[config.mk]
export PLATFORM = sky130hd
export DESIGN_NAME = rfs_ctrl
export DESIGN_NICKNAME = d
export VERILOG_FILES = /design/src/rtl/rfs_pkg.sv /design/src/rtl/rfs_ctrl.sv
export SDC_FILE = /design/constraint.sdc
export NUM_CORES = 1
export LEC_CHECK = 0
export ABC_AREA = 0
export ABC_CLOCK_PERIOD_IN_PS = 960
export BUFFER_PORTS_ARGS = -buffer_cell sky130_fd_sc_hd__buf_4
export CORE_AREA = 8 8 45 47
export CTS_CLUSTER_SIZE = 28
export DETAILED_ROUTE_END_ITERATION = 12
export DIE_AREA = 0 0 53 55
export MAX_ROUTING_LAYER = met4
export PLACE_DENSITY = 0.32
export REMOVE_ABC_BUFFERS = 1
export SLEW_MARGIN = 20
export SYNTH_ARGS = -nofsm -noshare
export SYNTH_HDL_FRONTEND = slang
export SYNTH_SLANG_ARGS = --single-unit
[constraint.sdc]
create_clock -name clk -period 0.96 [get_ports clk]
set_clock_uncertainty 0.1 [all_clocks]
set_input_delay 0.048 -clock clk [delete_from_list [all_inputs] [get_ports clk]]
set_output_delay 0.048 -clock clk [all_outputs]
set_load 0.02 [all_outputs]
[src/rtl/rfs_pkg.sv]
// Shared constants, codes and control types of the record frame stack.
`timescale 1ns / 1ps
package rfs_pkg;

  localparam int STACK_WORDS      = 4096;
  localparam int MAX_RECORD_WORDS = 64;
  localparam int WORD_W           = 32;
  localparam int LEN_W            = 7;
  localparam int STATUS_W         = 2;
  localparam int ADDR_W           = $clog2(STACK_WORDS);
  localparam int LEVEL_W          = $clog2(STACK_WORDS + 1);

  localparam logic OP_PUSH = 1'b0;
  localparam logic OP_POP  = 1'b1;

  localparam logic [STATUS_W-1:0] ST_POP_DATA  = 2'd0;
  localparam logic [STATUS_W-1:0] ST_PUSH_OK   = 2'd1;
  localparam logic [STATUS_W-1:0] ST_UNDERFLOW = 2'd2;
  localparam logic [STATUS_W-1:0] ST_OVERFLOW  = 2'd3;

  typedef struct packed {
    logic push_ok;
    logic push_ovf;
    logic pop_start;
    logic pop_unf;
    logic pop_word;
  } cmd_t;

  typedef struct packed {
    logic load_ok;
    logic full;
    logic short_pop;
    logic cnt_last;
  } sts_t;

endpackage

[src/rtl/rfs_ctrl.sv]
// Controller: accepts items and sequences the words of a pop.
`timescale 1ns / 1ps
module rfs_ctrl (
  input  logic          clk,
  input  logic          rst_n,
  input  logic          in_valid,
  input  logic          operation,
  output logic          in_ready,
  input  rfs_pkg::sts_t sts,
  output rfs_pkg::cmd_t cmd
);

  localparam logic S_IDLE = 1'b0;
  localparam logic S_POP  = 1'b1;

  logic state_r;
  logic state_nxt;

  assign in_ready = (state_r == S_IDLE) && sts.load_ok;

  always_comb begin
    cmd       = '0;
    state_nxt = state_r;
    case (state_r)
      S_IDLE: begin
        if (in_valid && in_ready) begin
          if (operation == rfs_pkg::OP_PUSH) begin
            if (sts.full) begin
              cmd.push_ovf = 1'b1;
            end else begin
              cmd.push_ok = 1'b1;
            end
          end else if (sts.short_pop) begin
            cmd.pop_unf = 1'b1;
          end else begin
            cmd.pop_start = 1'b1;
            state_nxt     = S_POP;
          end
        end
      end
      S_POP: begin
        if (sts.load_ok) begin
          cmd.pop_word = 1'b1;
          if (sts.cnt_last) begin
            state_nxt = S_IDLE;
          end
        end
      end
      default: begin
        state_nxt = S_IDLE;
      end
    endcase
  end

  always_ff @(posedge clk) begin
    if (!rst_n) begin
      state_r <= S_IDLE;
    end else begin
      state_r <= state_nxt;
    end
  end

endmodule

; ---- After elaboration in Yosys (flattened, before gate mapping)
; Index checks and enable logic that the tools add are counted.
[word_totals]
ff_bits = 1
inputBits = 8
out_inout_bits = 6
word_cells = 19
[op_classes]
n_mux = 15
bitwise_logic = 1
reduce_logical = 2
[ops]
columns = op, count
row1 = 2-to-1 mux 1 bit, 10
row2 = 2-to-1 mux 4 bit, 2
row3 = 2-to-1 mux 2 bit, 2
row4 = logical AND 1 bit, 2
row5 = one-hot mux 1 bit (2 select lines), 1
row6 = inverter 1 bit, 1

; ---- Logic depth before layout (Yosys ltp)
[depth]
depth_word = 5
depth_mapped = 2
mapped_depth_nobuf = 2

; ---- Least setup slack after synthesis
; Ideal clock, no wire load.
[synth_timing]
path_kind = register -> output
start = reg state_r
end = out cmd[1] (netlist bit)
t_arrival_ns = 0.838
required_time_ns = 0.812
slack_ns = -0.026
path_stages_with_launch = 3
n_path_buf = 0
cell_sequence = dfxtp_1 > nand4b_1 > nor2_1
[synth_lines]
columns = item, line
row1 = "start, declared", rfs_ctrl.sv:16  ; logic state_r;
row2 = "start signal, assigned", rfs_ctrl.sv:59  ; state_r <= state_nxt;
row3 = "end, declared", rfs_ctrl.sv:10  ; output rfs_pkg::cmd_t cmd

==> impl_metrics.json <==
{
  "critPathMaxFanout": 4,
  "final_core_util_pct": 16.3,
  "worstPathBufferInverterCount": 1,
  "wl_met1_um": 233,
  "critical_path_class": "reg -> out",
  "yosysUniqueCellTypes": 11,
  "wl_met2_um": 90,
  "relSlewSlack_pct": 87.0,
  "avgSynthCellArea_sq_um": 8.86,
  "dp_cells": 41,
  "grt_pass1_wl_um": 634,
  "min_period_over_period_pct": 101,
  "synth_xor_area_share_pct": 0,
  "ys_warn_count": 0,
  "die_w_um": 53,
  "slew_violations": 0,
  "wl_per_cell_um": 10.3,
  "yosys.area.top_type": "dfxtp_1",
  "port_buffers": 13,
  "antenna_cells": 0,
  "synth_compound_area_share_pct": 15.3,
  "synthMuxAreaShare_pct": 0,
  "met3_length_um": 98,
  "regArea_sq_um": 21.3,
  "io_pins": 14,
  "largest_register": "state_r",
  "top_layer": "met3",
  "rows": 14,
  "whs_ps": 162,
  "synth-seq-area-share_pct": 18.8,
  "design_area_sq_um": 225,
  "setup_viol": 2,
  "fin_ws_ps": -13.7,
  "synth_edf_count": 0,
  "netlist_area_sq_um": 106,
  "die_y_um": 55,
  "violations": "setup timing",
  "vdd_ir_drop_max_mv": 0.199,
  "area_growth_syn_to_layout_pct": 112,
  "syn_inst": 12,
  "slowest_delay_ps": 320,
  "async_flop_share_pct": 0,
  "status": "finished, violations left",
  "clk_latency_ps": 0,
  "synth-seq-cells": 1,
  "drt_iter0_drc": 0,
  "synth.most_common_cell": "nor2_1",
  "power.density_mw_per_mm2": 496,
  "worst_ep_arrival_time_ps": 830,
  "fin_tns_setup_ps": -23.1,
  "rsz0062_at_grt": "yes",
  "synth_simple_gate_area_share_pct": 62.4,
  "synthFlopType": "dfxtp_1",
  "multiInputGateArea_sq_um": 82.6,
  "synthTopCellsByArea": "dfxtp_1 19%, nor2b_4 13%, and4bb_1 12%",
  "fmax_ghz": 1.03,
  "stdcell_count": 41,
  "cts.clk_slew.worst_paths_ps": 0,
  "grt.overflow.total": 0,
  "vias_per_cell": 3.41,
  "fin_nets": 35,
  "fillCellCount": 158,
  "period_minus_slack_ps": 974,
  "grt_max_degree": 5,
  "worst_pin_slew_ps": 193,
  "dr.pass1.iters": 1,
  "antenna_found_initial": 0,
  "critPathCaptureType": "output port",
  "largest_register_ffs": 1,
  "leakagePower_nw": 0.115,
  "finalWirelength_um": 422,
  "synth_fa_ha_area_share_pct": 0,
  "drive_gt1_share_pct": 64.0,
  "hold_class": "in -> reg",
  "core_sq_mm": 0.00138,
  "crit_required_ps": 810,
  "cap_viol_max_count": 0,
  "hold_viol_final": 0,
  "biggestRegsByFlops": "state_r: 1 flops",
  "crit_chain": "nand4b_1 -> nor2_1 -> buf_4",
  "die-area_sq_mm": 0.00292,
  "grt_pass1_vias": 160,
  "yosys.area.top_type_share_pct": 18.8,
  "num_vias": 140,
  "grt_usage_pct": 2.81,
  "drc": 0,
  "placed_cell_area_sq_um": 224,
  "crit_family": "simple AND/OR/NAND/NOR gates",
  "start_util_pct": 7.69,
  "start_kind": "flop",
  "slowest_stage": "dfxtp_2",
  "synth_top_family_by_area": "simple AND/OR/NAND/NOR gates",
  "antenna_left": 0,
  "finalWeightedCongestion": 0.606
}
layout make-up:
type                            count  area share (%)
Timing Repair Buffer               13            43.3
Multi-Input combinational cell     10            36.7
Sequential cell                     1            9.44
Tap cell                           16            8.89
Inverter                            1            1.67
final timing paths:
check                     start                  to  slack, ps  cells past startpoint
max          state_r$_SDFF_PN0_              cmd[2]        -10                      3
min                       rst_n  state_r$_SDFF_PN0_        160                      2
max reg2reg  state_r$_SDFF_PN0_  state_r$_SDFF_PN0_         90                      2
min reg2reg  state_r$_SDFF_PN0_  state_r$_SDFF_PN0_        510                      2
placed cells by master, fill, tap and decap left out:
cell       count
and4bb_1       1
nand4b_1       1
nand2b_1       1
and2_2         1
buf_4         13
dfxtp_2        1
nor2b_4        1
and4b_1        1
inv_1          1
o2bb2ai_1      1
nor2_1         2
a21boi_0       1
layer usage:
layer | global-route usage (%) | vias to the layer above
li1 | - | 70
met4 | 0 | 0
met1 | 4.08 | 56
met3 | 1.60 | 0
met2 | 3.32 | 14
met5 | - | -
cells by family after synthesis:
group | after synthesis
AND/OR/NAND/NOR | 8
AO/OA/AOI/OAI | 2
flip-flops | 1
buffers and inverters | 1
stage by stage:
| step | worst slack [ps] | power, W |
|---|---|---|
| floorplan | -26.4 | 0.0000712 |
| global placement | -18.0 | 0.000110 |
| detailed placement | -36.1 | 0.000112 |
| CTS | -36.2 | 0.000113 |
| global route | -85.3 | 0.000118 |
| finish | -13.7 | 0.000112 |
report_power, final:
part	leakage [nW]	switching (W)	total (W)	internal, W
registers	0.00859	0.00000158	0.0000456	0.0000440
clock network	0	0	0	0
logic	0.106	0.0000280	0.0000661	0.0000381
repair_timing:
item | in CTS | in global routing
hold buffers | 0 | 0
pin swaps | 1 | 1
resized for setup | 1 | 0
endpoints found under the setup margin | 2 | 2
buffers inserted | 0 | 0
Power figures use the tool's default switching activity.
